File: config.mk
export PLATFORM = sky130hd
export DESIGN_NAME = antialiased_glyph_pixel_blender
export DESIGN_NICKNAME = d
export VERILOG_FILES = /design/src/design/agb_pkg.sv /design/src/design/agb_ctrl.sv /design/src/design/agb_dp.sv /design/src/design/antialiased_glyph_pixel_blender.sv
export SDC_FILE = /design/constraint.sdc
export NUM_CORES = 1
export LEC_CHECK = 0
export ABC_AREA = 1
export BUFFER_PORTS_ARGS = -buffer_cell sky130_fd_sc_hd__buf_2
export CAP_MARGIN = 20
export CORE_MARGIN = 1
export CORE_UTILIZATION = 35
export DETAILED_ROUTE_END_ITERATION = 10
export PLACE_DENSITY = 0.49
export SYNTH_ARGS = -nofsm -noshare
export SYNTH_HDL_FRONTEND = slang
export SYNTH_SLANG_ARGS = --single-unit
File: constraint.sdc
create_clock -name clk -period 7.88 [get_ports clk]
set_input_delay 0.788 -clock clk [delete_from_list [all_inputs] [get_ports clk]]
set_output_delay 0.788 -clock clk [all_outputs]
set_load 0.1 [all_outputs]
File: src/design/agb_pkg.sv
`default_nettype none

package agb_pkg;

  typedef enum logic [2:0] {
    ST_IDLE,
    ST_SCAN,
    ST_PICK,
    ST_DIV,
    ST_MUL,
    ST_LOAD
  } state_t;

  // controller -> datapath
  typedef struct packed {
    logic load;
    logic scan;
    logic pick;
    logic div_step;
    logic mul;
    logic out_load;
  } cmd_t;

  // datapath -> controller
  typedef struct packed {
    logic scan_last;
    logic mask_empty;
    logic div_last;
    logic out_room;
  } status_t;

  typedef struct packed {
    logic [15:0] fg_rgb;
    logic [15:0] bg_rgb;
    logic [1:0]  bpp_log2;
    logic [7:0]  gray_level;
    logic [7:0]  glyph_width;
    logic [7:0]  frame_width;
    logic [7:0]  glyph_rows;
  } cfg_t;

  localparam logic [2:0] REG_FG_RGB      = 3'd0;
  localparam logic [2:0] REG_BG_RGB      = 3'd1;
  localparam logic [2:0] REG_BPP_LOG2    = 3'd2;
  localparam logic [2:0] REG_GRAY_LEVEL  = 3'd3;
  localparam logic [2:0] REG_GLYPH_WIDTH = 3'd4;
  localparam logic [2:0] REG_FRAME_WIDTH = 3'd5;
  localparam logic [2:0] REG_GLYPH_ROWS  = 3'd6;

  localparam logic [31:0] RB_MASK    = 32'h07E0F81F;
  localparam logic [7:0]  ALPHA_FORE = 8'hF8;
  localparam logic [7:0]  ALPHA_BACK = 8'h08;
  localparam logic [8:0]  ROW_MAX    = 9'd511;

endpackage

`default_nettype wire

File: src/design/agb_ctrl.sv
`default_nettype none

module agb_ctrl (
  input  wire logic             clk,
  input  wire logic             rst_n,
  input  wire logic             in_valid,
  output logic                  in_stall,
  input  wire agb_pkg::status_t status,
  output agb_pkg::cmd_t         cmd
);

  agb_pkg::state_t state_r;
  agb_pkg::state_t state_nxt;

  always_ff @(posedge clk) begin
    if (!rst_n) begin
      state_r <= agb_pkg::ST_IDLE;
    end else begin
      state_r <= state_nxt;
    end
  end

  always_comb begin
    state_nxt = state_r;
    case (state_r)
      agb_pkg::ST_IDLE: begin
        if (in_valid) state_nxt = agb_pkg::ST_SCAN;
      end
      agb_pkg::ST_SCAN: begin
        if (status.scan_last) state_nxt = agb_pkg::ST_PICK;
      end
      agb_pkg::ST_PICK: begin
        state_nxt = status.mask_empty ? agb_pkg::ST_IDLE : agb_pkg::ST_DIV;
      end
      agb_pkg::ST_DIV: begin
        if (status.div_last) state_nxt = agb_pkg::ST_MUL;
      end
      agb_pkg::ST_MUL: begin
        state_nxt = agb_pkg::ST_LOAD;
      end
      agb_pkg::ST_LOAD: begin
        if (status.out_room) state_nxt = agb_pkg::ST_PICK;
      end
      default: begin
        state_nxt = agb_pkg::ST_IDLE;
      end
    endcase
  end

  always_comb begin
    cmd      = '0;
    in_stall = 1'b1;
    case (state_r)
      agb_pkg::ST_IDLE: begin
        in_stall = 1'b0;
        cmd.load = in_valid;
      end
      agb_pkg::ST_SCAN: begin
        cmd.scan = 1'b1;
      end
      agb_pkg::ST_PICK: begin
        cmd.pick = !status.mask_empty;
      end
      agb_pkg::ST_DIV: begin
        cmd.div_step = 1'b1;
      end
      agb_pkg::ST_MUL: begin
        cmd.mul = 1'b1;
      end
      agb_pkg::ST_LOAD: begin
        cmd.out_load = status.out_room;
      end
      default: begin
        cmd = '0;
      end
    endcase
  end

endmodule

`default_nettype wire

File: src/design/agb_dp.sv
`default_nettype none

module agb_dp (
  input  wire logic             clk,
  input  wire logic             rst_n,
  input  wire agb_pkg::cfg_t    cfg,
  input  wire agb_pkg::cmd_t    cmd,
  output agb_pkg::status_t      status,
  input  wire logic [7:0]       in_data_byte,
  input  wire logic             in_glyph_start,
  input  wire logic [11:0]      in_origin_x,
  input  wire logic [11:0]      in_origin_y,
  output logic                  out_valid,
  input  wire logic             out_stall,
  output logic [12:0]           out_pixel_x,
  output logic [12:0]           out_pixel_y,
  output logic [15:0]           out_color,
  output logic                  out_last
);

  // request latch
  logic [7:0]  data_r;
  logic [11:0] ox_r;
  logic [11:0] oy_r;

  // position counters and slot scan
  logic [7:0]  col_r;
  logic [8:0]  row_r;
  logic [2:0]  k_r;
  logic [7:0]  mask_r;
  logic [12:0] x_at_r [8];
  logic [12:0] y_at_r [8];

  // current pixel
  logic [12:0] cur_x_r;
  logic [12:0] cur_y_r;
  logic        cur_last_r;

  // divider
  logic [15:0] dvd_r;
  logic [7:0]  rem_r;
  logic [7:0]  q_r;
  logic [1:0]  step_r;
  logic [15:0] dvd_nxt;
  logic [7:0]  rem_nxt;
  logic [7:0]  q_nxt;
  logic [8:0]  trial;

  // blend
  logic [31:0] prod_r;

  // output register
  logic        out_valid_r;
  logic [12:0] out_x_r;
  logic [12:0] out_y_r;
  logic [15:0] out_color_r;
  logic        out_last_r;

  logic [2:0]  slots_last;
  logic [7:0]  vmask;
  logic [7:0]  vis_w;
  logic        visible;
  logic [8:0]  col_inc;
  logic        row_wrap;
  logic [7:0]  col_nxt;
  logic [8:0]  row_nxt;
  logic [2:0]  pick_idx;
  logic [7:0]  mask_cleared;
  logic [2:0]  sh;
  logic [7:0]  pix_v;
  logic [15:0] dividend;
  logic [7:0]  divisor;
  logic [31:0] v1;
  logic [31:0] v2;
  logic [31:0] diff;
  logic [31:0] v3;
  logic [15:0] blend_color;
  logic [15:0] color_sel;

  always_comb begin
    case (cfg.bpp_log2)
      2'd0:    begin slots_last = 3'd7; vmask = 8'h01; end
      2'd1:    begin slots_last = 3'd3; vmask = 8'h03; end
      2'd2:    begin slots_last = 3'd1; vmask = 8'h0F; end
      default: begin slots_last = 3'd0; vmask = 8'hFF; end
    endcase
  end

  assign vis_w    = (cfg.glyph_width < cfg.frame_width) ? cfg.glyph_width : cfg.frame_width;
  assign visible  = (row_r < {1'b0, cfg.glyph_rows}) && (col_r < vis_w);
  assign col_inc  = {1'b0, col_r} + 9'd1;
  // zero frame width wraps on every slot
  assign row_wrap = col_inc >= {1'b0, cfg.frame_width};
  assign col_nxt  = row_wrap ? 8'd0 : col_inc[7:0];
  assign row_nxt  = (row_wrap && row_r != agb_pkg::ROW_MAX) ? row_r + 9'd1 : row_r;

  // lowest pending slot
  always_comb begin
    pick_idx = 3'd0;
    for (int i = 7; i >= 0; i--) begin
      if (mask_r[i]) pick_idx = 3'(i);
    end
  end

  assign mask_cleared = mask_r & ~(8'd1 << pick_idx);
  assign sh           = pick_idx << cfg.bpp_log2;
  assign pix_v        = (data_r >> sh) & vmask;
  assign dividend     = {pix_v, 8'h00} - {8'h00, pix_v};
  assign divisor      = (cfg.gray_level >= 8'd2) ? cfg.gray_level - 8'd1 : 8'd1;

  // four restoring steps per cycle; low 8 quotient bits are all that matter
  always_comb begin
    dvd_nxt = dvd_r;
    rem_nxt = rem_r;
    q_nxt   = q_r;
    trial   = '0;
    for (int i = 0; i < 4; i++) begin
      trial   = {rem_nxt, dvd_nxt[15]};
      dvd_nxt = {dvd_nxt[14:0], 1'b0};
      if (trial >= {1'b0, divisor}) begin
        rem_nxt = 8'(trial - {1'b0, divisor});
        q_nxt   = {q_nxt[6:0], 1'b1};
      end else begin
        rem_nxt = trial[7:0];
        q_nxt   = {q_nxt[6:0], 1'b0};
      end
    end
  end

  assign v1          = {cfg.bg_rgb, cfg.bg_rgb} & agb_pkg::RB_MASK;
  assign v2          = {cfg.fg_rgb, cfg.fg_rgb} & agb_pkg::RB_MASK;
  assign diff        = v2 - v1;
  assign v3          = ((prod_r >> 5) + v1) & agb_pkg::RB_MASK;
  assign blend_color = v3[15:0] | v3[31:16];

  always_comb begin
    if (q_r >= agb_pkg::ALPHA_FORE) begin
      color_sel = cfg.fg_rgb;
    end else if (q_r < agb_pkg::ALPHA_BACK) begin
      color_sel = cfg.bg_rgb;
    end else begin
      color_sel = blend_color;
    end
  end

  assign status.scan_last  = (k_r == slots_last);
  assign status.mask_empty = (mask_r == 8'd0);
  assign status.div_last   = (step_r == 2'd3);
  assign status.out_room   = !out_valid_r || !out_stall;

  always_ff @(posedge clk) begin
    if (!rst_n) begin
      col_r       <= '0;
      row_r       <= '0;
      k_r         <= '0;
      mask_r      <= '0;
      step_r      <= '0;
      out_valid_r <= 1'b0;
    end else begin
      if (cmd.load) begin
        k_r    <= '0;
        mask_r <= '0;
        if (in_glyph_start) begin
          col_r <= '0;
          row_r <= '0;
        end
      end
      if (cmd.scan) begin
        mask_r[k_r] <= visible;
        k_r         <= k_r + 3'd1;
        col_r       <= col_nxt;
        row_r       <= row_nxt;
      end
      if (cmd.pick) begin
        mask_r <= mask_cleared;
        step_r <= '0;
      end
      if (cmd.div_step) step_r <= step_r + 2'd1;
      if (cmd.out_load) begin
        out_valid_r <= 1'b1;
      end else if (out_valid_r && !out_stall) begin
        out_valid_r <= 1'b0;
      end
    end
  end

  always_ff @(posedge clk) begin
    if (cmd.load) begin
      data_r <= in_data_byte;
      ox_r   <= in_origin_x;
      oy_r   <= in_origin_y;
    end
    if (cmd.scan) begin
      x_at_r[k_r] <= {1'b0, ox_r} + {5'd0, col_r};
      y_at_r[k_r] <= {1'b0, oy_r} + {4'd0, row_r};
    end
    if (cmd.pick) begin
      cur_x_r    <= x_at_r[pick_idx];
      cur_y_r    <= y_at_r[pick_idx];
      cur_last_r <= (mask_cleared == 8'd0);
      dvd_r      <= dividend;
      rem_r      <= '0;
      q_r        <= '0;
    end
    if (cmd.div_step) begin
      dvd_r <= dvd_nxt;
      rem_r <= rem_nxt;
      q_r   <= q_nxt;
    end
    if (cmd.mul) begin
      prod_r <= diff * {27'd0, q_r[7:3]};
    end
    if (cmd.out_load) begin
      out_x_r     <= cur_x_r;
      out_y_r     <= cur_y_r;
      out_color_r <= color_sel;
      out_last_r  <= cur_last_r;
    end
  end

  assign out_valid   = out_valid_r;
  assign out_pixel_x = out_x_r;
  assign out_pixel_y = out_y_r;
  assign out_color   = out_color_r;
  assign out_last    = out_last_r;

  a_no_overwrite: assert property (@(posedge clk) disable iff (!rst_n)
    cmd.out_load |-> !(out_valid_r && out_stall))
    else $error("result overwritten while stalled");

  a_pick_pending: assert property (@(posedge clk) disable iff (!rst_n)
    cmd.pick |-> mask_r != 8'd0)
    else $error("pick with no pending slot");

  a_scan_range: assert property (@(posedge clk) disable iff (!rst_n)
    cmd.scan |-> k_r <= slots_last)
    else $error("scan past last slot");

  a_div_steps: assert property (@(posedge clk) disable iff (!rst_n)
    cmd.mul |-> step_r == 2'd0)
    else $error("divider did not run all steps");

  a_fore_sat: assert property (@(posedge clk) disable iff (!rst_n)
    (cmd.out_load && q_r >= agb_pkg::ALPHA_FORE) |=> out_color_r == $past(cfg.fg_rgb))
    else $error("saturated alpha not foreground");

endmodule

`default_nettype wire

File: src/design/antialiased_glyph_pixel_blender.sv
`default_nettype none

// Channel  Ports                                           Handshake
// input    in_data_byte, in_glyph_start, in_origin_x/y     in_valid / in_stall
// output   out_pixel_x/y, out_color, out_last              out_valid / out_stall
// config   cfg_index, cfg_data                             cfg_we, no wait
//
// One request: an accept step, one scan step per pixel slot (8 >> bpp_log2),
// then per visible pixel a pick, the divider steps, a multiply and a load, and
// a closing pick that finds no pixel left. The 4-bit-per-cycle alpha divider
// is the longest part of each pixel. Synchronous active-low reset restores the
// register defaults and zeroes the column/row counters. A stalled result holds
// the load step; a new request is taken while the last result waits.

module antialiased_glyph_pixel_blender (
  input  wire logic        clk,
  input  wire logic        rst_n,
  input  wire logic        cfg_we,
  input  wire logic [2:0]  cfg_index,
  input  wire logic [15:0] cfg_data,
  input  wire logic        in_valid,
  output logic             in_stall,
  input  wire logic [7:0]  in_data_byte,
  input  wire logic        in_glyph_start,
  input  wire logic [11:0] in_origin_x,
  input  wire logic [11:0] in_origin_y,
  output logic             out_valid,
  input  wire logic        out_stall,
  output logic [12:0]      out_pixel_x,
  output logic [12:0]      out_pixel_y,
  output logic [15:0]      out_color,
  output logic             out_last
);

  agb_pkg::cfg_t    cfg_r;
  agb_pkg::cmd_t    cmd;
  agb_pkg::status_t status;

  always_ff @(posedge clk) begin
    if (!rst_n) begin
      cfg_r.fg_rgb      <= 16'hFFFF;
      cfg_r.bg_rgb      <= 16'h0000;
      cfg_r.bpp_log2    <= 2'd0;
      cfg_r.gray_level  <= 8'd2;
      cfg_r.glyph_width <= 8'd16;
      cfg_r.frame_width <= 8'd16;
      cfg_r.glyph_rows  <= 8'd16;
    end else if (cfg_we) begin
      case (cfg_index)
        agb_pkg::REG_FG_RGB:      cfg_r.fg_rgb      <= cfg_data;
        agb_pkg::REG_BG_RGB:      cfg_r.bg_rgb      <= cfg_data;
        agb_pkg::REG_BPP_LOG2:    cfg_r.bpp_log2    <= cfg_data[1:0];
        agb_pkg::REG_GRAY_LEVEL:  cfg_r.gray_level  <= cfg_data[7:0];
        agb_pkg::REG_GLYPH_WIDTH: cfg_r.glyph_width <= cfg_data[7:0];
        agb_pkg::REG_FRAME_WIDTH: cfg_r.frame_width <= cfg_data[7:0];
        agb_pkg::REG_GLYPH_ROWS:  cfg_r.glyph_rows  <= cfg_data[7:0];
        default: ;
      endcase
    end
  end

  agb_ctrl u_ctrl (
    .clk      (clk),
    .rst_n    (rst_n),
    .in_valid (in_valid),
    .in_stall (in_stall),
    .status   (status),
    .cmd      (cmd)
  );

  agb_dp u_dp (
    .clk            (clk),
    .rst_n          (rst_n),
    .cfg            (cfg_r),
    .cmd            (cmd),
    .status         (status),
    .in_data_byte   (in_data_byte),
    .in_glyph_start (in_glyph_start),
    .in_origin_x    (in_origin_x),
    .in_origin_y    (in_origin_y),
    .out_valid      (out_valid),
    .out_stall      (out_stall),
    .out_pixel_x    (out_pixel_x),
    .out_pixel_y    (out_pixel_y),
    .out_color      (out_color),
    .out_last       (out_last)
  );

endmodule

`default_nettype wire

==> results.ini, run 1 <==
[pwr]
static-leakage-power_nw = 12.8
vdd_drop_max_v = 0.000425
pwr_density_cell_nw_per_um2 = 487

[placed_design]
place_area_um2 = 28900
detailedPlacementHpwl_um = 52800
gpl.final_weighted_congestion = 0.949
io_buffers = 101

[cells_and_area]
finalCoreUtilization_pct = 40.6
final_nets = 3333
multi_input_combinational_cell_area_um2 = 12500
fin_area_um2 = 30900
seqCellArea_um2 = 13000
synthToLayoutAreaGrowth_pct = 14.4
fillerInstances = 7468
drive_above_1_share_pct = 10.8
num_antenna_cells = 0

[worst_setup_path]
crit_slowest_cell = sky130_fd_sc_hd__or4_1
setup.worst_path.start = cfg_r[29]
worst_path_largest_cell_delay_ns = 0.51
worst_r2r_src = cfg_r[29]
worstSetupEndpoint = u_dp.rem_r[5]
cp-end-kind = flip-flop
criticalPathCategory = reg -> reg
cpMostUsedCell = sky130_fd_sc_hd__nand2_1
critical_path_required_ns = 8.24
crit-reg2reg-capture = u_dp.rem_r[5]
crit_path_start_kind = flip-flop
timing.critical_path.arrival_ns = 7.68
timing.reg2reg.worst_path_depth = 45
critical_path_peak_fanout = 8
rrSetupSlack_ns = 0.56

[floorplanning]
placement_rows = 101
num_io_pins = 102
die_w_um = 280
design.die.area_um2 = 78300
core_area_um2 = 76200
die_h_um = 280
initial_core_utilization_pct = 35.5

[timing]
worst_clock_skew_ns = 0.0416
highest_clock_rate_ghz = 0.137
hold_violations = 0
final_setup_violating_endpoints = 0
portion_of_the_clock_cycle_consumed_by_the_worst_path_in_the_final_layout_pct = 92.9
relSlewSlack_pct = 33.4
finalWorstPathRequiredPeriod_ns = 7.32
final-max-slew-violation-count = 0
holdWs_ns = 0.335
tightest_slew_ns = 0.999

[synth]
synth.area.mux_share_pct = 0
synth_area_um2 = 27000
synth_warnings = 0
ys_seq_area_share_pct = 48.3
ys_dominant_reg_cell = sky130_fd_sc_hd__edfxtp_1
synth-simple-area-share_pct = 18.2
synthAdderAreaFrac_pct = 13.6
largest_family_of_logic_cells_by_synthesized_area = simple AND/OR/NAND/NOR gates
yosys.area_share.xor_xnor_pct = 3.27
synthDistinctLibCells = 68
synth_cells = 2907
syn-mean-instance-area_um2 = 9.30
synthesized_area_fraction_occupied_by_ao_oa_aoi_and_oai_cells_pct = 10.4
synth_enable_flop_cells = 365
asyncSetResetFlopFracSynth_pct = 0
synth_nets = 3204
synth.ff_latch_count = 469

[global_routing]
antenna_violations_before_repair = 2
grt_start_max_net_pins = 56
combined_global_route_utilization_of_all_metal_layers_pct = 19.0
vias_in_the_first_global_route = 20400
global_route.overflow_total = 0
grt_pass1_wl_um = 116000

[clock_network]
number_of_buffers_added_by_the_clock_tree_synthesis_step = 53
clk_path_buf_depth = 3
h-tree-depth = 2
clock_tree.root_cell = sky130_fd_sc_hd__clkbuf_16
cts.reportedPaths.clkPinSlew_ns = 0.07
tritoncts_clock_tree = built
cts_num_sinks = 469
clock_latency_of_the_later_clocked_register_in_the_worst_skew_pair_ns = 0.63

[detailed_routing]
vias_per_cell = 4.98
drt-total-wl_um = 74200
drt_pass1_iterations = 5
drt-wirelength-per-cell_um = 18.1
ant_nets = 0
routed-via-count = 20500
drt_drc_violations_left = 0
drt_iter0_drc = 1149

[outcome]
status = completed

[hold_path]
hold_path_class = in -> reg
min_path_cells = 1

[run]
cap_viol_max_count = 0

## per-layer routing
layer,global-route usage (%),share of wire [%],vias up
met4,5.70,2.5,2
met2,32.5,48,382
li1,-,-,10100
met5,0,0.018,-
met1,25.1,46,9853
met3,2.22,3.6,121
## cells in the final DEF, fill, tap and decap left out, drive strengths merged, types with 3 or more instances in the layout
cell type    n
clkinv      25
a211oi       3
nand2      667
fa          91
nand3b       8
nor3        23
o211ai       7
nand3      140
or2         12
o21a         7
xnor2       31
a31oi       15
a221oi      32
ha         149
and2         3
clkbuf      62
o311ai       4
a32oi        4
bufinv       7
inv        372
dfxtp      104
o21ai      178
a21o         8
nor2       239
edfxtp     365
buf        148
xor2        70
o21bai      12
nor4        11
clkinvlp     7
a22o         4
nand4       52
a21oi      201
## Yosys cell counts, types with 7 or more instances
cell                       number  share of area, %
sky130_fd_sc_hd__nand2_1      654               9.1
sky130_fd_sc_hd__edfxtp_1     365                41
sky130_fd_sc_hd__inv_1        351               4.9
sky130_fd_sc_hd__nor2_1       234               3.2
sky130_fd_sc_hd__a21oi_1      198               3.7
sky130_fd_sc_hd__o21ai_0      157               2.9
sky130_fd_sc_hd__ha_1         149               6.9
sky130_fd_sc_hd__nand3_1      134               2.5
sky130_fd_sc_hd__dfxtp_1      104               7.7
sky130_fd_sc_hd__fa_1          91               6.7
sky130_fd_sc_hd__clkbuf_1      71              0.99
sky130_fd_sc_hd__xor2_1        70               2.3
sky130_fd_sc_hd__nand4_1       52               1.2
sky130_fd_sc_hd__a221oi_1      32               1.0
sky130_fd_sc_hd__xnor2_1       31               1.0
sky130_fd_sc_hd__nor3_1        22              0.41
sky130_fd_sc_hd__o21ai_1       19              0.35
sky130_fd_sc_hd__inv_2         17              0.24
sky130_fd_sc_hd__a31oi_1       15              0.35
sky130_fd_sc_hd__o21bai_1      12              0.33
sky130_fd_sc_hd__nand2_2       11              0.25
sky130_fd_sc_hd__nor4_1        11              0.25
sky130_fd_sc_hd__or2_2         10              0.23
sky130_fd_sc_hd__a21o_1         8              0.22
sky130_fd_sc_hd__nand3b_1       8              0.22
sky130_fd_sc_hd__o211ai_1       7              0.19
sky130_fd_sc_hd__o21a_1         7              0.19
## through the flow
stage	setup TNS (ns)	power (mW)	worst slack, ns	std cells
finish	0	15.0	0.559	4111
global placement	0	12.3	0.408	4004
CTS	0	14.9	0.280	4104
detailed placement	0	12.3	0.323	4004
floorplan	0	9.91	0.693	2907
global route	-0.266	16.4	-0.0506	4111
## layout make-up
type / count / share of cell area, %
clock buffers: 62 / 4.50
clock inverters: 38 / 1.45
repair buffers: 148 / 2.78
multi-input cells: 1991 / 40.4
well taps: 1030 / 4.17
inverters: 373 / 4.54
flip-flops and latches: 469 / 42.2
## power by group
part | total [mW] | switching (mW) | internal [mW]
logic | 8.85 | 5.71 | 3.13
registers | 3.62 | 0.200 | 3.42
clock network | 2.58 | 1.07 | 1.51
total | 15.0 | 6.99 | 8.06
## state kept, by name, indices dropped and copies added (netlist names), 2 cells and up
| name | count |
|---|---|
| cfg_r | 66 |
| u_ctrl.state_r | 3 |
| u_dp.col_r | 8 |
| u_dp.cur_x_r | 13 |
| u_dp.cur_y_r | 13 |
| u_dp.data_r | 8 |
| u_dp.dvd_r | 16 |
| u_dp.k_r | 3 |
| u_dp.mask_r | 8 |
| u_dp.out_color | 16 |
| u_dp.out_pixel_x | 13 |
| u_dp.out_pixel_y | 13 |
| u_dp.ox_r | 12 |
| u_dp.oy_r | 12 |
| u_dp.prod_r | 27 |
| u_dp.q_r | 8 |
| u_dp.rem_r | 8 |
| u_dp.row_r | 9 |
| u_dp.step_r | 2 |
| u_dp.x_at_r | 104 |
| u_dp.y_at_r | 104 |
## how the worst min path moves through the flow
stage	startpoint	to	slack, ns
after floorplan	u_dp.cur_last_r	u_dp.out_last	0.40
after global placement	u_dp.cur_y_r[10]	u_dp.out_pixel_y[10]	0.41
after detailed placement	u_dp.cur_y_r[3]	u_dp.out_pixel_y[3]	0.40
after CTS	in_data_byte[2]	u_dp.data_r[2]	0.30
after global routing	in_origin_y[7]	u_dp.oy_r[7]	0.31
final	in_origin_y[7]	u_dp.oy_r[7]	0.33
## worst max-delay path, delay by kind of cell (launching register included)
kind                       cells  cell delay [ns]
and+or+nand+nor               24             3.16
adders and majority gates      5             1.53
AOI/OAI and AO/OA              6             1.22
buffers and inverters          9             0.62
DFF                            1             0.34
xor gates and xnor gates       1             0.17
## logic make-up after synthesis
| kind of cell | Yosys count |
|---|---|
| buf+inv | 449 |
| compound gates | 489 |
| flops | 469 |
| xor+xnor | 101 |
| fa+ha+maj | 240 |
| simple gates | 1159 |
## repair_timing
action | in CTS | in global routing
setup endpoints to repair | 0 | 9
gates resized for setup | 0 | 28
setup buffers | 0 | 5
hold buffers | 0 | 0
(Power assumes the default switching activity.)
==> inputs of run 2 (changes only) <==
PLACE_DENSITY = 0.53   (was 0.49)
==> run 2 against run 1 <==
Global-route usage is 0.56 points lower. Clock-buffer cell count is 10 higher. First-iteration DRC count up 30%. Clock power about the same. Combinational power is 1% lower.
==> results.ini, run 2 (same netlist as run 1, synthesis figures left out) <==
[timing]
finalWorstPathRequiredPeriod_ns = 7.31  ; was 7.32 ns
hold_violations = 0  ; unchanged
portion_of_the_clock_cycle_consumed_by_the_worst_path_in_the_final_layout_pct = 92.8  ; was 92.9%
tightest_slew_ns = 1.09  ; was 0.999 ns
final_critical_path_setup_slack_ns = 0.570  ; was 0.559 ns
relSlewSlack_pct = 26.8  ; was 33.4%
worst_clock_skew_ns = 0.0696  ; was 0.0416 ns
final-max-slew-violation-count = 0  ; unchanged
highest_clock_rate_ghz = 0.137  ; about the same
final_setup_violating_endpoints = 0  ; unchanged

[clock_network]
clock_latency_of_the_later_clocked_register_in_the_worst_skew_pair_ns = 0.65  ; was 0.63 ns
clock_tree.root_cell = sky130_fd_sc_hd__clkbuf_16  ; unchanged
h-tree-depth = 2  ; unchanged
cts_num_sinks = 469  ; unchanged
number_of_buffers_added_by_the_clock_tree_synthesis_step = 52  ; was 53
cts.reportedPaths.clkPinSlew_ns = 0.06  ; was 0.07 ns
clk_path_buf_depth = 3  ; unchanged
tritoncts_clock_tree = built  ; unchanged

[cells_and_area]
fillerInstances = 7584  ; was 7468
drive_above_1_share_pct = 10.6  ; was 10.8%
fin_area_um2 = 31000  ; was 30900 um^2
mostFrequentLayoutCells = sky130_fd_sc_hd__nand2_1, sky130_fd_sc_hd__edfxtp_1, sky130_fd_sc_hd__inv_1, sky130_fd_sc_hd__nor2_1, sky130_fd_sc_hd__a21oi_1  ; unchanged
layout.cells.non_filler = 4101  ; was 4111
finalCoreUtilization_pct = 40.6  ; about the same
final_nets = 3324  ; was 3333
layout_commonest_cell = sky130_fd_sc_hd__nand2_1  ; unchanged
synthToLayoutAreaGrowth_pct = 14.6  ; was 14.4%
largestRegisters = u_dp.x_at_r x104, u_dp.y_at_r x104, cfg_r x66  ; unchanged

[worst_setup_path]
critical_path_peak_fanout = 9  ; was 8
cpLargestDelayFamily = simple AND/OR/NAND/NOR gates  ; unchanged
criticalPathCategory = reg -> reg  ; unchanged
timing.critical_path.arrival_ns = 7.68  ; about the same
cp-end-kind = flip-flop  ; unchanged
crit_slowest_cell = sky130_fd_sc_hd__or4_1  ; unchanged
worst_path_largest_cell_delay_ns = 0.40  ; was 0.51 ns
crit_path_start_kind = flip-flop  ; unchanged
critical_path_required_ns = 8.25  ; was 8.24 ns
worstPathBufferInverterCount = 8  ; was 9
cpMostUsedCell = sky130_fd_sc_hd__nand2_1  ; unchanged

[pwr]
vdd_drop_max_v = 0.000584  ; was 0.000425 V
total_design_power_mw = 14.9  ; was 15.0 mW
static-leakage-power_nw = 12.8  ; about the same
pwr_density_cell_nw_per_um2 = 483  ; was 487 nW/um^2

[floorplanning]
die_w_um = 280  ; unchanged
core_area_um2 = 76200  ; unchanged
design.die.area_um2 = 78300  ; unchanged
num_io_pins = 102  ; unchanged
placement_rows = 101  ; unchanged
die_h_um = 280  ; unchanged
initial_core_utilization_pct = 35.5  ; unchanged

[global_routing]
combined_global_route_utilization_of_all_metal_layers_pct = 18.4  ; was 19.0%
grt_pass1_wl_um = 112000  ; was 116000 um
antenna_violations_before_repair = 2  ; unchanged
grt_start_max_net_pins = 56  ; unchanged
vias_in_the_first_global_route = 19600  ; was 20400
global_route.overflow_total = 0  ; unchanged

[detailed_routing]
drt_iter0_drc = 1495  ; was 1149
vias_per_cell = 4.92  ; was 4.98
routed-via-count = 20200  ; was 20500
ant_nets = 0  ; unchanged
drt-wirelength-per-cell_um = 17.7  ; was 18.1 um
drt-total-wl_um = 72600  ; was 74200 um
drt_pass1_iterations = 5  ; unchanged
drt_drc_violations_left = 0  ; unchanged

[placed_design]
place_area_um2 = 28900  ; about the same
gpl.final_weighted_congestion = 0.910  ; was 0.949
dp.cells = 3997  ; was 4004
detailedPlacementHpwl_um = 50700  ; was 52800 um
io_buffers = 101  ; unchanged
preCtsSetupSlack_ns = 0.116  ; was 0.323 ns

[outcome]
status = completed  ; unchanged

[hold_path]
hold_path_class = in -> reg  ; unchanged

[run]
cap_viol_max_count = 0  ; unchanged

[run 2: routing by layer]
layer | vias up | GRT usage, % | part of all wire (%)
li1 | 10100 | - | -
met4 | 0 | 5.34 | 2.4
met5 | - | 0 | 0
met1 | 9635 | 24.8 | 46
met3 | 87 | 2.36 | 3.9
met2 | 380 | 31.0 | 48
[run 2: worst reg2reg max path, delay by kind of cell (launching register included)]
family | cells | cell delay, ns
DFF | 1 | 0.35
buffers and inverters | 8 | 0.69
and+or+nand+nor | 25 | 3.23
adders and majority gates | 4 | 1.34
AOI/OAI and AO/OA | 11 | 1.50
[run 2: repair_timing]
action	4_1_cts	5_1_grt
endpoints found under the hold margin	0	0
endpoints found under the setup margin	0	9
resized for setup	0	33
hold buffers	0	0
setup buffers	0	3
[run 2: path summary, 6_finish.rpt]
path	start	to	slack, ns	depth (start not counted)
worst max-delay path	cfg_r[29]	u_dp.rem_r[5]	0.57	48
worst min-delay path	in_origin_y[11]	u_dp.oy_r[11]	0.31	1
worst max register to register	cfg_r[29]	u_dp.rem_r[5]	0.57	48
worst min register to register	u_dp.cur_y_r[2]	u_dp.out_pixel_y[2]	0.41	0
[run 2: cell type report]
type / count / area, um^2 / share of cell area (%)
clock buffer: 72 / 1540 / 4.98
antenna: 2 / 5.00 / 0.0162
tap: 1030 / 1290 / 4.16
timing repair buffer: 140 / 818 / 2.64
clock inverter: 24 / 340 / 1.10
multi-input combinational: 1991 / 12500 / 40.4
inverter: 373 / 1410 / 4.54
sequential: 469 / 13000 / 42.1
[run 2: per-stage QoR]
| stage | hold WS (ns) | setup TNS, ns |
|---|---|---|
| after floorplan | 0.400 | 0 |
| after global placement | 0.402 | 0 |
| after detailed placement | 0.405 | 0 |
| after CTS | 0.269 | 0 |
| after global routing | 0.281 | -0.238 |
| final | 0.312 | 0 |
[run 2: power by group]
| group | switching (mW) | total (mW) | internal [mW] | leakage, nW |
|---|---|---|---|---|
| logic | 5.72 | 8.73 | 3.01 | 7.75 |
| registers | 0.193 | 3.61 | 3.42 | 4.18 |
| clock network | 1.05 | 2.60 | 1.55 | 0.908 |
| total | 6.96 | 14.9 | 7.98 | 12.8 |
==> inputs of run 3 (changes only) <==
CELL_PAD_IN_SITES_DETAIL_PLACEMENT = 0   (was default)
CELL_PAD_IN_SITES_GLOBAL_PLACEMENT = 1   (was default)
PLACE_DENSITY = 0.64   (was 0.53)
==> run 3 against run 2 <==
Die area stayed put. Clock skew shrank 0.019 ns. Critical endpoint is now u_dp.rem_r[6]. Core utilization is 0.40 points higher. Power rose by 4.9%. Sequential share of layout area decreased by 0.41 points. Sequential cell count did not move.
==> results.ini, run 3 (same netlist as run 1, synthesis figures left out) <==
[outcome]
status = completed  ; unchanged

[timing]
final_setup_violating_endpoints = 0  ; unchanged
portion_of_the_clock_cycle_consumed_by_the_worst_path_in_the_final_layout_pct = 93.5  ; was 92.8%
hold_violations = 0  ; unchanged
worst_clock_skew_ns = 0.0504  ; was 0.0696 ns
relSlewSlack_pct = 37.9  ; was 26.8%
tightest_slew_ns = 0.929  ; was 1.09 ns
finalWorstPathRequiredPeriod_ns = 7.37  ; was 7.31 ns
final-max-slew-violation-count = 0  ; unchanged
highest_clock_rate_ghz = 0.136  ; was 0.137 GHz
setup_tns_ns = 0  ; unchanged

[floorplanning]
placement_rows = 101  ; unchanged
die_h_um = 280  ; unchanged
core_area_um2 = 76200  ; unchanged
num_io_pins = 102  ; unchanged
initial_core_utilization_pct = 35.5  ; unchanged
design.die.area_um2 = 78300  ; unchanged
die_w_um = 280  ; unchanged

[cells_and_area]
final_nets = 3361  ; was 3324
fillerInstances = 7468  ; was 7584
synthToLayoutAreaGrowth_pct = 15.7  ; was 14.6%
mostFrequentLayoutCells = sky130_fd_sc_hd__nand2_1, sky130_fd_sc_hd__edfxtp_1, sky130_fd_sc_hd__inv_1, sky130_fd_sc_hd__nor2_1, sky130_fd_sc_hd__a21oi_1  ; unchanged
layout_commonest_cell = sky130_fd_sc_hd__nand2_1  ; unchanged
drive_above_1_share_pct = 11.5  ; was 10.6%
largestRegisters = u_dp.x_at_r x104, u_dp.y_at_r x104, cfg_r x66  ; unchanged
finalCoreUtilization_pct = 41.0  ; was 40.6%

[placed_design]
detailedPlacementHpwl_um = 54400  ; was 50700 um
io_buffers = 101  ; unchanged
gpl.final_weighted_congestion = 0.882  ; was 0.910

[global_routing]
global_route.overflow_total = 0  ; unchanged
grt_pass1_wl_um = 118000  ; was 112000 um
vias_in_the_first_global_route = 20800  ; was 19600
grt_start_max_net_pins = 82  ; was 56
combined_global_route_utilization_of_all_metal_layers_pct = 19.5  ; was 18.4%
antenna_violations_before_repair = 1  ; was 2

[clock_network]
cts.reportedPaths.clkPinSlew_ns = 0.06  ; about the same
postCtsHoldBufs = 0  ; unchanged
clk_path_buf_depth = 3  ; unchanged
cts_num_sinks = 469  ; unchanged
clock_tree.root_cell = sky130_fd_sc_hd__clkbuf_16  ; unchanged
number_of_buffers_added_by_the_clock_tree_synthesis_step = 55  ; was 52
clock_latency_of_the_later_clocked_register_in_the_worst_skew_pair_ns = 0.65  ; about the same
h-tree-depth = 2  ; unchanged
tritoncts_clock_tree = built  ; unchanged

[worst_setup_path]
criticalPathCategory = reg -> reg  ; unchanged
cp-end-kind = flip-flop  ; unchanged
critical_path_required_ns = 8.28  ; was 8.25 ns
crit_slowest_cell = sky130_fd_sc_hd__or4_1  ; unchanged
worst_path_largest_cell_delay_ns = 0.50  ; was 0.40 ns
critical_path_peak_fanout = 9  ; unchanged
cpMostUsedCell = sky130_fd_sc_hd__nand2_1  ; unchanged
timing.critical_path.arrival_ns = 7.77  ; was 7.68 ns
crit_path_start_kind = flip-flop  ; unchanged

[pwr]
power.share.switching_pct = 46.1  ; was 46.6%
total_switching_power_mw = 7.23  ; was 6.96 mW
vdd_drop_max_v = 0.000453  ; was 0.000584 V
static-leakage-power_nw = 13.0  ; was 12.8 nW
total_design_power_mw = 15.7  ; was 14.9 mW
p_seq_share_pct = 23.0  ; was 24.2%
pwr-share-clk_pct = 17.5  ; was 17.4%
pwr_density_cell_nw_per_um2 = 501  ; was 483 nW/um^2
internal_power_mw = 8.44  ; was 7.98 mW
power_frac_comb_pct = 59.6  ; was 58.4%

[detailed_routing]
vias_per_cell = 4.99  ; was 4.92
drt_iter0_drc = 1277  ; was 1495
routed-via-count = 20700  ; was 20200
drt_pass1_iterations = 5  ; unchanged
ant_nets = 0  ; unchanged
drt-total-wl_um = 76500  ; was 72600 um
drt-wirelength-per-cell_um = 18.5  ; was 17.7 um
drt_drc_violations_left = 0  ; unchanged

[run]
cap_viol_max_count = 0  ; unchanged

[hold_path]
hold_path_class = in -> reg  ; unchanged

==> run 3: cell count changes in the layout (fill, tap and decap cells not counted), moves of 3 or more <==
cell                        previous run  this run
sky130_fd_sc_hd__clkinv_2              5        10
sky130_fd_sc_hd__clkinv_4              4         1
sky130_fd_sc_hd__buf_4                38        73
sky130_fd_sc_hd__bufinv_16             5         9
sky130_fd_sc_hd__clkinv_1              7        10
sky130_fd_sc_hd__clkbuf_8              8         3
sky130_fd_sc_hd__nor2_4                9         6
==> run 3: worst paths after layout <==
kind | start | to | slack, ns | cells past startpoint
worst max-delay path | cfg_r[25] | u_dp.rem_r[6] | 0.51 | 49
worst min-delay path | in_data_byte[4] | u_dp.data_r[4] | 0.31 | 1
worst min register to register | u_dp.cur_x_r[10] | u_dp.out_pixel_x[10] | 0.41 | 0
worst max register to register | cfg_r[25] | u_dp.rem_r[6] | 0.51 | 49
==> run 3: cell type report <==
type	instances	area, um^2	area share, %
Tap cell	1030	1290	4.12
Multi-Input combinational cell	1991	12500	40.0
Inverter	373	1410	4.49
Timing Repair Buffer	174	1050	3.37
Clock inverter	34	483	1.54
Clock buffer	69	1500	4.80
Sequential cell	469	13000	41.7
Antenna cell	1	2.50	0.00800
==> run 3: worst max-delay path: cells and delay by family (launching register included) <==
kind            cells  cell delay (ns)
simple gates       27             3.32
flops               1             0.36
buf+inv            10             0.72
compound gates      8             1.46
fa+ha+maj           4             1.31
==> run 3: timing repair <==
action / CTS / global route
buffers inserted: 0 / 4
endpoints found under the hold margin: 0 / 0
setup endpoints to repair: 0 / 9
gates resized for setup: 0 / 26
==> run 3: per-stage QoR <==
step / hold slack [ns] / cell area (um^2) / instances / worst slack [ns]
after floorplan: 0.400 / 27000 / 2907 / 0.693
after global placement: 0.402 / 29100 / 4031 / 0.331
after detailed placement: 0.405 / 29100 / 4031 / 0.148
after CTS: 0.261 / 31100 / 4134 / 0.139
after global routing: 0.287 / 31300 / 4140 / -0.0974
final: 0.310 / 31300 / 4141 / 0.509
==> run 3: routing by layer <==
| layer | share of wire [%] | GRT usage, % | up-vias |
|---|---|---|---|
| li1 | - | - | 10100 |
| met1 | 45 | 25.4 | 9970 |
| met2 | 48 | 33.5 | 415 |
| met3 | 3.5 | 2.13 | 124 |
| met4 | 3.1 | 6.77 | 0 |
| met5 | 0 | 0 | - |
==> run 3: power groups by stage <==
stage                     logic [mW]  clock network (mW)  registers, mW
after global routing            10.5                2.90           3.63
after floorplan                 6.15                   0           3.76
after global placement          9.11                   0           3.64
after detailed placement        9.12                   0           3.64
after CTS                       9.19                2.81           3.60
final                           9.33                2.74           3.60
